### src/hw/rtl/mcdsd_pkg.sv
package mcdsd_pkg;

	localparam int MAX_CHANNELS = 128;
	localparam int CH_W = $clog2(MAX_CHANNELS);
	localparam int CNT_W = CH_W + 1;

	localparam int CFG_IDX_W = 2;
	localparam int CFG_DATA_W = 16;

	localparam logic [CFG_IDX_W-1:0] REG_NUM_CHANNELS = 2'd0;
	localparam logic [CFG_IDX_W-1:0] REG_ZERO_CHECK = 2'd1;
	localparam logic [CFG_IDX_W-1:0] REG_SEGMENT_POINTS = 2'd2;

	localparam logic [7:0] NUM_CHANNELS_RESET = 8'd30;

	localparam int IN_DATA_W = 8;
	localparam int OUT_DATA_W = 24;

	typedef struct packed {
		logic        point_all_zero;
		logic        last_of_point;
		logic [6:0]  channel;
		logic [15:0] sample;
	} result_t;

endpackage

### src/hw/rtl/multichannel_delta_sample_decoder.sv
// Multichannel delta sample decoder.
// The input stream (s_*) carries one byte of the compressed stream per transfer.
// The output stream (m_*) carries one decoded sample per transfer: tdata holds
// the signed 16-bit count and the channel index, tlast marks the last channel
// of a point, and tuser flags an all-zero point that downstream should drop.
// A high byte of an absolute word produces no output; its low byte does.
// A result is registered in the output register, or in the skid register when
// the receiver stalls, and the block takes one byte per cycle while the skid
// register is empty. The rate is set by the per-channel value table, which is
// read ahead at the channel that the next byte will use, with a bypass for
// back-to-back writes to the same channel.
// Configuration is written through cfg_we, cfg_index and cfg_data while the
// stream is idle.
// Reset clears the control state: the first point is absolute, the channel
// index is zero and the output is empty. Table contents are undefined until
// an absolute word has written each channel.
// When the receiver stalls, a second result is held in a skid register, and
// s_tready falls only once both output registers are full.
module multichannel_delta_sample_decoder (
	input  logic                                clk,
	input  logic                                arst_n,
	input  logic                                s_tvalid,
	output logic                                s_tready,
	input  logic [mcdsd_pkg::IN_DATA_W-1:0]     s_tdata,  // [7:0] data_byte
	output logic                                m_tvalid,
	input  logic                                m_tready,
	output logic [mcdsd_pkg::OUT_DATA_W-1:0]    m_tdata,  // [15:0] sample, [22:16] channel
	output logic                                m_tlast,
	output logic                                m_tuser,  // [0] point_all_zero
	input  logic                                cfg_we,
	input  logic [mcdsd_pkg::CFG_IDX_W-1:0]     cfg_index,
	input  logic [mcdsd_pkg::CFG_DATA_W-1:0]    cfg_data
);

	import mcdsd_pkg::*;

	logic [7:0]      num_channels_q;
	logic            zero_check_q;
	logic [15:0]     segment_points_q;

	logic [CH_W-1:0] ch_q;
	logic            pend_q;
	logic [7:0]      hi_q;
	logic            abs_q;
	logic            allz_q;
	logic [15:0]     seg_q;

	logic            byp_q;
	logic [15:0]     byp_data_q;

	logic            out_v_q;
	result_t         out_q;
	logic            sk_v_q;
	result_t         sk_q;

	logic            acc;
	logic [7:0]      data_byte;
	logic            start_abs;
	logic [15:0]     ram_rdata;
	logic [15:0]     last_val;
	logic [15:0]     delta;
	logic [15:0]     word;
	logic [CNT_W-1:0] n_act;
	logic [CNT_W-1:0] ch_inc;
	logic            last;
	logic            allz_n;
	logic            drop;
	logic [15:0]     seg_inc;
	logic [CH_W-1:0] ch_d;
	logic            wr_en;
	logic            pop;
	result_t         res;

	assign data_byte = s_tdata;
	assign s_tready = !sk_v_q;
	assign acc = s_tvalid && s_tready;
	assign start_abs = !pend_q && (data_byte[7] || abs_q);
	assign wr_en = acc && !start_abs;

	assign last_val = byp_q ? byp_data_q : ram_rdata;
	assign delta = {{9{data_byte[6]}}, data_byte[6:0]};

	always_comb begin
		if (pend_q) begin
			word = {hi_q[7] & hi_q[6], hi_q[6:0], data_byte};
		end else begin
			word = last_val + delta;
		end
	end

	always_comb begin
		if (num_channels_q == 8'd0) begin
			n_act = CNT_W'(1);
		end else if ({1'b0, num_channels_q} > 9'(MAX_CHANNELS)) begin
			n_act = CNT_W'(MAX_CHANNELS);
		end else begin
			n_act = CNT_W'(num_channels_q);
		end
	end

	assign ch_inc = {1'b0, ch_q} + CNT_W'(1);
	assign last = ch_inc >= n_act;
	assign allz_n = allz_q && (word == 16'd0);
	assign drop = zero_check_q && allz_n;
	assign seg_inc = seg_q + 16'd1;

	always_comb begin
		ch_d = ch_q;
		if (wr_en) begin
			ch_d = last ? '0 : ch_inc[CH_W-1:0];
		end
	end

	assign res.sample = word;
	assign res.channel = 7'(ch_q);
	assign res.last_of_point = last;
	assign res.point_all_zero = last && drop;

	mcdsd_ram #(
		.WIDTH(16),
		.DEPTH(MAX_CHANNELS)
	) u_values (
		.clk   (clk),
		.we    (wr_en),
		.waddr (ch_q),
		.wdata (word),
		.raddr (ch_d),
		.rdata (ram_rdata)
	);

	always_ff @(posedge clk) begin
		byp_data_q <= word;
	end

	always_ff @(posedge clk or negedge arst_n) begin
		if (!arst_n) begin
			byp_q <= 1'b0;
		end else begin
			byp_q <= wr_en && (ch_d == ch_q);
		end
	end

	always_ff @(posedge clk or negedge arst_n) begin
		if (!arst_n) begin
			num_channels_q <= NUM_CHANNELS_RESET;
			zero_check_q <= 1'b0;
			segment_points_q <= '0;
		end else if (cfg_we) begin
			case (cfg_index)
				REG_NUM_CHANNELS: num_channels_q <= cfg_data[7:0];
				REG_ZERO_CHECK: zero_check_q <= cfg_data[0];
				REG_SEGMENT_POINTS: segment_points_q <= cfg_data;
				default: ;
			endcase
		end
	end

	always_ff @(posedge clk or negedge arst_n) begin
		if (!arst_n) begin
			ch_q <= '0;
			pend_q <= 1'b0;
			hi_q <= '0;
			abs_q <= 1'b1;
			allz_q <= 1'b1;
			seg_q <= '0;
		end else if (acc) begin
			if (start_abs) begin
				pend_q <= 1'b1;
				hi_q <= data_byte;
			end else begin
				pend_q <= 1'b0;
				ch_q <= ch_d;
				if (last) begin
					allz_q <= 1'b1;
					if (!drop) begin
						if (segment_points_q != 16'd0 && seg_inc >= segment_points_q) begin
							seg_q <= '0;
							abs_q <= 1'b1;
						end else begin
							seg_q <= seg_inc;
							abs_q <= 1'b0;
						end
					end
				end else begin
					allz_q <= allz_n;
				end
			end
		end
	end

	assign pop = out_v_q && m_tready;

	always_ff @(posedge clk) begin
		if (sk_v_q) begin
			if (pop) begin
				out_q <= sk_q;
			end
		end else if (wr_en) begin
			if (!out_v_q || pop) begin
				out_q <= res;
			end else begin
				sk_q <= res;
			end
		end
	end

	always_ff @(posedge clk or negedge arst_n) begin
		if (!arst_n) begin
			out_v_q <= 1'b0;
			sk_v_q <= 1'b0;
		end else if (sk_v_q) begin
			if (pop) begin
				sk_v_q <= 1'b0;
			end
		end else if (wr_en) begin
			if (!out_v_q || pop) begin
				out_v_q <= 1'b1;
			end else begin
				sk_v_q <= 1'b1;
			end
		end else if (pop) begin
			out_v_q <= 1'b0;
		end
	end

	assign m_tvalid = out_v_q;
	assign m_tdata = {1'b0, out_q.channel, out_q.sample};
	assign m_tlast = out_q.last_of_point;
	assign m_tuser = out_q.point_all_zero;

`ifndef SYNTHESIS
	a_skid_needs_out: assert property (@(posedge clk) disable iff (!arst_n)
		sk_v_q |-> out_v_q)
		else $error("skid register holds a result while the output register is empty");

	a_skid_fill_on_stall: assert property (@(posedge clk) disable iff (!arst_n)
		$rose(sk_v_q) |-> $past(out_v_q && !m_tready))
		else $error("skid register filled without a stalled output");

	a_high_byte_pends: assert property (@(posedge clk) disable iff (!arst_n)
		(acc && start_abs) |=> (pend_q && !wr_en) || (pend_q && wr_en))
		else $error("high byte of an absolute word not held");

	a_low_byte_clears: assert property (@(posedge clk) disable iff (!arst_n)
		(acc && pend_q) |=> !pend_q)
		else $error("pending high byte not cleared by its low byte");

	a_bypass_same_channel: assert property (@(posedge clk) disable iff (!arst_n)
		byp_q |-> $past(wr_en) && (ch_q == $past(ch_q)))
		else $error("value bypass taken without a write to the same channel");
`endif

endmodule

### src/hw/rtl/mcdsd_ram.sv
module mcdsd_ram #(
	parameter int WIDTH = 16,
	parameter int DEPTH = 128
) (
	input  logic                     clk,
	input  logic                     we,
	input  logic [$clog2(DEPTH)-1:0] waddr,
	input  logic [WIDTH-1:0]         wdata,
	input  logic [$clog2(DEPTH)-1:0] raddr,
	output logic [WIDTH-1:0]         rdata
);

	logic [WIDTH-1:0] mem [DEPTH];
	logic [WIDTH-1:0] rdata_q;

	always_ff @(posedge clk) begin
		if (we) begin
			mem[waddr] <= wdata;
		end
		rdata_q <= mem[raddr];
	end

	assign rdata = rdata_q;

endmodule

### config.mk
export PLATFORM = sky130hd
export DESIGN_NAME = multichannel_delta_sample_decoder
export DESIGN_NICKNAME = d
export VERILOG_FILES = /design/src/hw/rtl/mcdsd_pkg.sv /design/src/hw/rtl/multichannel_delta_sample_decoder.sv /design/src/hw/rtl/mcdsd_ram.sv
export SDC_FILE = /design/constraint.sdc
export NUM_CORES = 2
export LEC_CHECK = 0
export BUFFER_PORTS_ARGS = -buffer_cell sky130_fd_sc_hd__buf_4
export CAP_MARGIN = 40
export CORE_ASPECT_RATIO = 0.6
export CORE_MARGIN = 3
export CORE_UTILIZATION = 50
export CTS_BUF_LIST = sky130_fd_sc_hd__clkbuf_8
export CTS_CLUSTER_SIZE = 10
export DETAILED_ROUTE_END_ITERATION = 12
export PLACE_DENSITY = 0.68
export REMOVE_ABC_BUFFERS = 1
export SYNTH_ARGS = -nofsm -noshare
export SYNTH_HDL_FRONTEND = slang
export SYNTH_SLANG_ARGS = --single-unit
### constraint.sdc
create_clock -name clk -period 11.3 [get_ports clk]
set_clock_uncertainty 0.15 [all_clocks]
set_input_delay 1.13 -clock clk [delete_from_list [all_inputs] [get_ports clk]]
set_output_delay 1.13 -clock clk [all_outputs]
set_load 0.05 [all_outputs]
Word level (Yosys, flattened, before mapping):

Memory sizes are Yosys's and may differ from the RTL's. A register that Yosys moved wholly into a read port is not among the register bits.
Index checks and enable logic that the tools add are counted.
Widths: inputs -> output; s select.

* add/subtract/negate cells: 3
* magnitude comparators: 3
* equality and inequality tests: 5
* multiplexer cells: 23
* bitwise gates (word level): 5
* reduce and logical (&&, ||, !) cells: 31

Operators with widths (number)
* $mux 25: 4
* $mux 16: 3
* $add 16x1->16 const B: 1
* $add 16x16->16: 1
* $ge 16x16->1: 1
* $logic_not 16->1: 1
* $mux 8: 2
* $reduce_bool 16->1: 1
* $mux 7: 2
* $mux 1: 12
* $reduce_and 2->1: 5
* $logic_and 1x1->1: 9
* $reduce_and 3->1: 3
* $add 7x1->8 const B: 1
* $ge 8x8->1: 1
* $gt 8x8->1 const B: 1
* $logic_not 8->1: 1
* $eq 7x7->1: 1
* $reduce_bool 2->1: 3
* $logic_not 1->1: 4
* $ne 2x1->1 const B: 2
* $not 1->1: 4
* $reduce_and 4->1: 1
* $eq 2x1->1 const B: 1
* other kinds (4): 5

* register bits after elaboration: 128
* bits in writable memories: 2048
* input bits: 31
* output and inout port bits: 28
* word-level logic and storage cells: 92
* memories: 1

Memory list
* u_values.mem: words 128, bits a word 16, read ports 1, clocked after memory_dff 1, write ports 1, RTL line mcdsd_ram.sv:13 `logic [WIDTH-1:0] mem [DEPTH];`

Logic depth before layout (Yosys ltp):

* word-level depth: 10
* mapped depth: 23
* depth with buffers taken out: 18

Modules after synthesis:

Synthesis repeated with hierarchy kept, for this count alone.

* cell total of the unflattened synthesis: 3730
* area, all modules: 85647.1 sq um

By module, submodules not included
* mcdsd_ram: times used 1, cells an instance 3086, area each 78522.8 sq um
* multichannel_delta_sample_decoder: times used 1, cells an instance 644, area each 7124.3 sq um

Least setup slack after synthesis:

No wires, ideal clock.

* path type: input to register
* from: input port s_tdata[0] in the netlist's numbering
* to: register sk_q[8] in the netlist's numbering, data pin
* setup time: 1.841 ns
* arrival: 10.580 ns
* required time: 9.309 ns
* slack: -1.271 ns
* stages on the path: 7
* cells stage by stage: ha_1 inv_1 fa_1 and2b_1 o21ai_1 o221ai_1 o311ai_0

RTL lines
* start: declaration: RTL line multichannel_delta_sample_decoder.sv:24 `input logic [mcdsd_pkg::IN_DATA_W-1:0] s_tdata,`
* end signal: assignment: RTL line multichannel_delta_sample_decoder.sv:202 `sk_q <= res;`
* end: declaration: RTL line multichannel_delta_sample_decoder.sv:54 `result_t sk_q;`

Worst setup path after layout:

* from: register ch_q[0]
* to: register u_values.rdata_q[15] (netlist: u_values.rdata[15]) (read register of u_values.mem)

* word-level cells in the longest chain between the ends: 4

Ends and longest elaborated chain
* start: declaration: RTL line multichannel_delta_sample_decoder.sv:41 `logic [CH_W-1:0] ch_q;`
* start signal: assignment: RTL line multichannel_delta_sample_decoder.sv:172 `ch_q <= ch_d;`
* $add 7x1->8: RTL line multichannel_delta_sample_decoder.sv:101 `assign ch_inc = {1'b0, ch_q} + CNT_W'(1);`
* $ge 8x8->1: RTL line multichannel_delta_sample_decoder.sv:102 `assign last = ch_inc >= n_act;`
* $mux 7: RTL line multichannel_delta_sample_decoder.sv:110 `ch_d = last ? '0 : ch_inc[CH_W-1:0];`
* $mux 7 *: RTL line multichannel_delta_sample_decoder.sv:109 `if (wr_en) begin`
* end: declaration: RTL line mcdsd_ram.sv:14 `logic [WIDTH-1:0] rdata_q;`

Every way passes the cells marked *; elsewhere a longest branch is shown, timed or not.
A chain may end at the register's enable or synchronous reset.

==> flow_summary.yaml <==
logic_synthesis:
  synth_top_family_by_area: "simple AND/OR/NAND/NOR gates"
  syn-instance-count: 6193
  ys_ff_latch: 2192
  synth-adder-area-share_pct: 0.606
  synth_compound_area_share_pct: 6.78
  synthSimpleGateAreaFrac_pct: 10.9
  async_flop_share_pct: 2.83
  yosys_warnings: 0
  synth_edf_count: 2098
  synth_xor_area_share_pct: 0.229
  synth.distinct_cells: 93
  muxShareOfSynthArea_pct: 5.29
  ys.flop_type: "edfxtp_1"
  yosysSeqAreaShare_pct: 74.2
  synth_area_um2: 87900
  syn_avg_cell_area_um2: 14.2
setup_path:
  slowest_delay_ns: 0.78
  slowest_stage: "nand4_1"
  crit_type: "flip-flop to flip-flop"
  path_cells: "ha_1 -> nand3_1 -> nor2_1 -> xnor2_1 -> inv_1 -> ha_1 -> nand4_1 -> nor2_1 -> a2111o_1 -> o21a_4 -> inv_8 -> buf_12 -> nor2_4 -> buf_4 -> nand3_1 -> nand4_1 -> nand4_1 -> or4_1"
  crit_fanout: 108
  ff2ff_path_depth: 18
  required_ns: 11.95
  worstPathArrival_ns: 8.17
  cp-end-kind: "flip-flop"
  startpoint_type: "flip-flop"
  crit_top_cell: "nand4_1"
global_routing:
  antenna_found_initial: 15
  grt_pass1_vias: 52534
  overflow: 0
  track_usage_pct: 29.8
  grt_pass1_wl_mm: 390
  grt_max_degree: 146
floorplan:
  ios: 59
  start_util_pct: 50.6
  dieArea_um2: 181000
  die_w_um: 547
  core_area_um2: 174000
  dieHeight_um: 331
  rows: 118
sta:
  timing.hold.ws_ns: 0.211
  hold_viol_final: 0
  slew_headroom_pct: 27.0
  period_needed_ns: 7.52
  max_freq_mhz: 133
  setup_viol: 0
  slew_viol_final: 0
  grt_setup_unrepaired: "false"
  tightest_slew_ns: 1.09
  finalCritPeriodShare_pct: 66.6
detailed_routing:
  wl_per_cell_um: 30.3
  ant_nets: 0
  drtIter0Drc: 9449
  drcViolationCount: 0
  vias: 57557
  wl_mm: 275
  first_pass_iters: 8
  viasPerCell: 6.35
cts:
  cts_tree: "done"
  htree_levels: 5
  clkTransAtPathRegs_ns: 0.07
  post_cts_buffers: 0
  clkLatencyLatePin_ns: 0.97
  root_buffer: "clkbuf_8"
  clockBufferDepth: 4
  cts_buffers: 310
  cts.sink_count: 2192
cells_and_area:
  drive_above_1_share_pct: 13.2
  final_common_cell: "edfxtp_1"
  fillers: 13676
  mostFrequentLayoutCells: "2098 x edfxtp_1, 1261 x nand2_1, 394 x nand3_1"
  fin_cells: 9066
  nets: 6553
  synthToLayoutAreaGrowth_pct: 11.7
place:
  portBuffers: 57
  dp_hpwl_mm: 167
  gp_congestion: 0.971
  dpl.cell_count: 8501
hold_path:
  whs_path_depth: 2
  hold_class: "primary input to flip-flop"
flow_run:
  drv_cap: 0
power_and_ir_drop:
  p_leak_uw: 0.0342
  powerDensity_nw_per_um2: 299
  ir_worst_vdd_mv: 0.344
outcome:
  status: "finished clean"
==> Yosys cell counts (all sizes together) (7+ instances only) <==
cell	n	share of area [%]
a211oi	78	0.67
a21boi	8	0.068
a21o	22	0.19
a21oi	175	1.0
a221oi	48	0.48
a22oi	20	0.17
a311oi	49	0.49
a31oi	103	0.73
a32o	11	0.13
a32oi	45	0.45
a41oi	7	0.070
and2	15	0.11
and3	120	0.86
buf	144	0.75
clkbuf	237	1.0
dfrtp	56	1.6
dfxtp	32	0.73
edfxtp	2098	72
ha	41	0.58
inv	51	0.22
mux2	83	1.1
mux2i	369	4.2
nand2	1264	5.4
nand2b	19	0.14
nand3	395	2.2
nand4	65	0.46
nor2	187	0.80
nor2b	11	0.078
nor3	23	0.13
nor4	31	0.22
o2111ai	9	0.097
o211ai	19	0.16
o21ai	70	0.40
o22ai	104	0.74
o31ai	9	0.077
o41ai	10	0.10
or2	10	0.071
or3	8	0.057
or4	14	0.12
or4b	9	0.11
xnor2	17	0.17
==> final timing paths <==
check,start,endpoint,slack (ns)
hold reg to reg,hi_q[3]$_DFFE_PN0P_,hi_q[3]$_DFFE_PN0P_,0.36
setup / recovery,ch_q[0]$_DFFE_PN0P_,u_values.rdata[15]$_DFF_P_,3.78
max in group asynchronous,arst_n,abs_q$_DFFE_PN1P_,10.00
hold / removal,m_tready,sk_v_q$_DFF_PN0_,0.21
min in group asynchronous,arst_n,segment_points_q[15]$_DFFE_PN0P_,0.41
setup reg to reg,ch_q[0]$_DFFE_PN0P_,u_values.rdata[15]$_DFF_P_,3.78
==> flip-flops by register name (all words and copies together) (netlist names), 7 cells and up <==
register          cells
num_channels_q        8
byp_data_q           16
hi_q                  8
segment_points_q     16
u_values.rdata       16
m_tdata              23
seg_q                16
sk_q                 25
u_values.mem       2048
ch_q                  7
==> worst max-delay path: cells and delay by family (launching register included) <==
| kind | cells | cell delay (ns) |
|---|---|---|
| flops | 1 | 0.62 |
| buf+inv | 4 | 1.35 |
| compound gates | 2 | 0.79 |
| fa+ha+maj | 2 | 0.72 |
| simple gates | 9 | 3.18 |
| xor+xnor | 1 | 0.26 |
==> final cells by class <==
| cell class | count | area, um^2 | area share (%) |
|---|---|---|---|
| repair buffers | 356 | 2950 | 3.01 |
| multi-input cells | 3566 | 21300 | 21.7 |
| inverters | 54 | 225 | 0.229 |
| well taps | 2340 | 2930 | 2.98 |
| flip-flops and latches | 2192 | 65200 | 66.4 |
| diodes | 20 | 50.0 | 0.0510 |
| clock buffers | 324 | 4460 | 4.54 |
| clock inverters | 214 | 1060 | 1.08 |
==> logic make-up after synthesis <==
logic type,Yosys count
compound gates,860
xor+xnor,23
fa+ha+maj,42
buf+inv,435
flops,2192
mux,452
other cells,1
simple gates,2188
==> power breakdown <==
part | switching [uW] | total, uW | internal (uW) | leakage [uW]
combinational | 9070 | 12100 | 3000 | 0.0111
clock | 3040 | 5800 | 2760 | 0.00318
sequential | 201 | 11400 | 11200 | 0.0199
==> metrics by stage <==
stage	cell area (um^2)	total power (uW)	setup WS (ns)	utilization, %	TNS [ns]
finish	98200	29300	3.78	56.5	0
global route	98100	30300	3.78	56.5	0
CTS	98100	29000	4.03	56.5	0
detailed placement	92600	23300	4.07	53.3	0
global placement	92100	23000	3.59	53.0	0
floorplan	86400	19000	-45.99	-	-977.48
==> metal layers <==
layer / vias up / GRT usage (%) / wire length (um)
met5: - / 0 / 61
met4: 10 / 7.65 / 7200
met3: 513 / 11.2 / 45300
met2: 4274 / 38.9 / 109000
met1: 28605 / 46.5 / 114000
li1: 24155 / - / -
==> timing repair <==
item,in CTS,in global routing
hold buffers,1,0
endpoints found under the hold margin,7,0
gates resized for setup,0,0
Note: power is estimated with default switching activity, not from simulation.
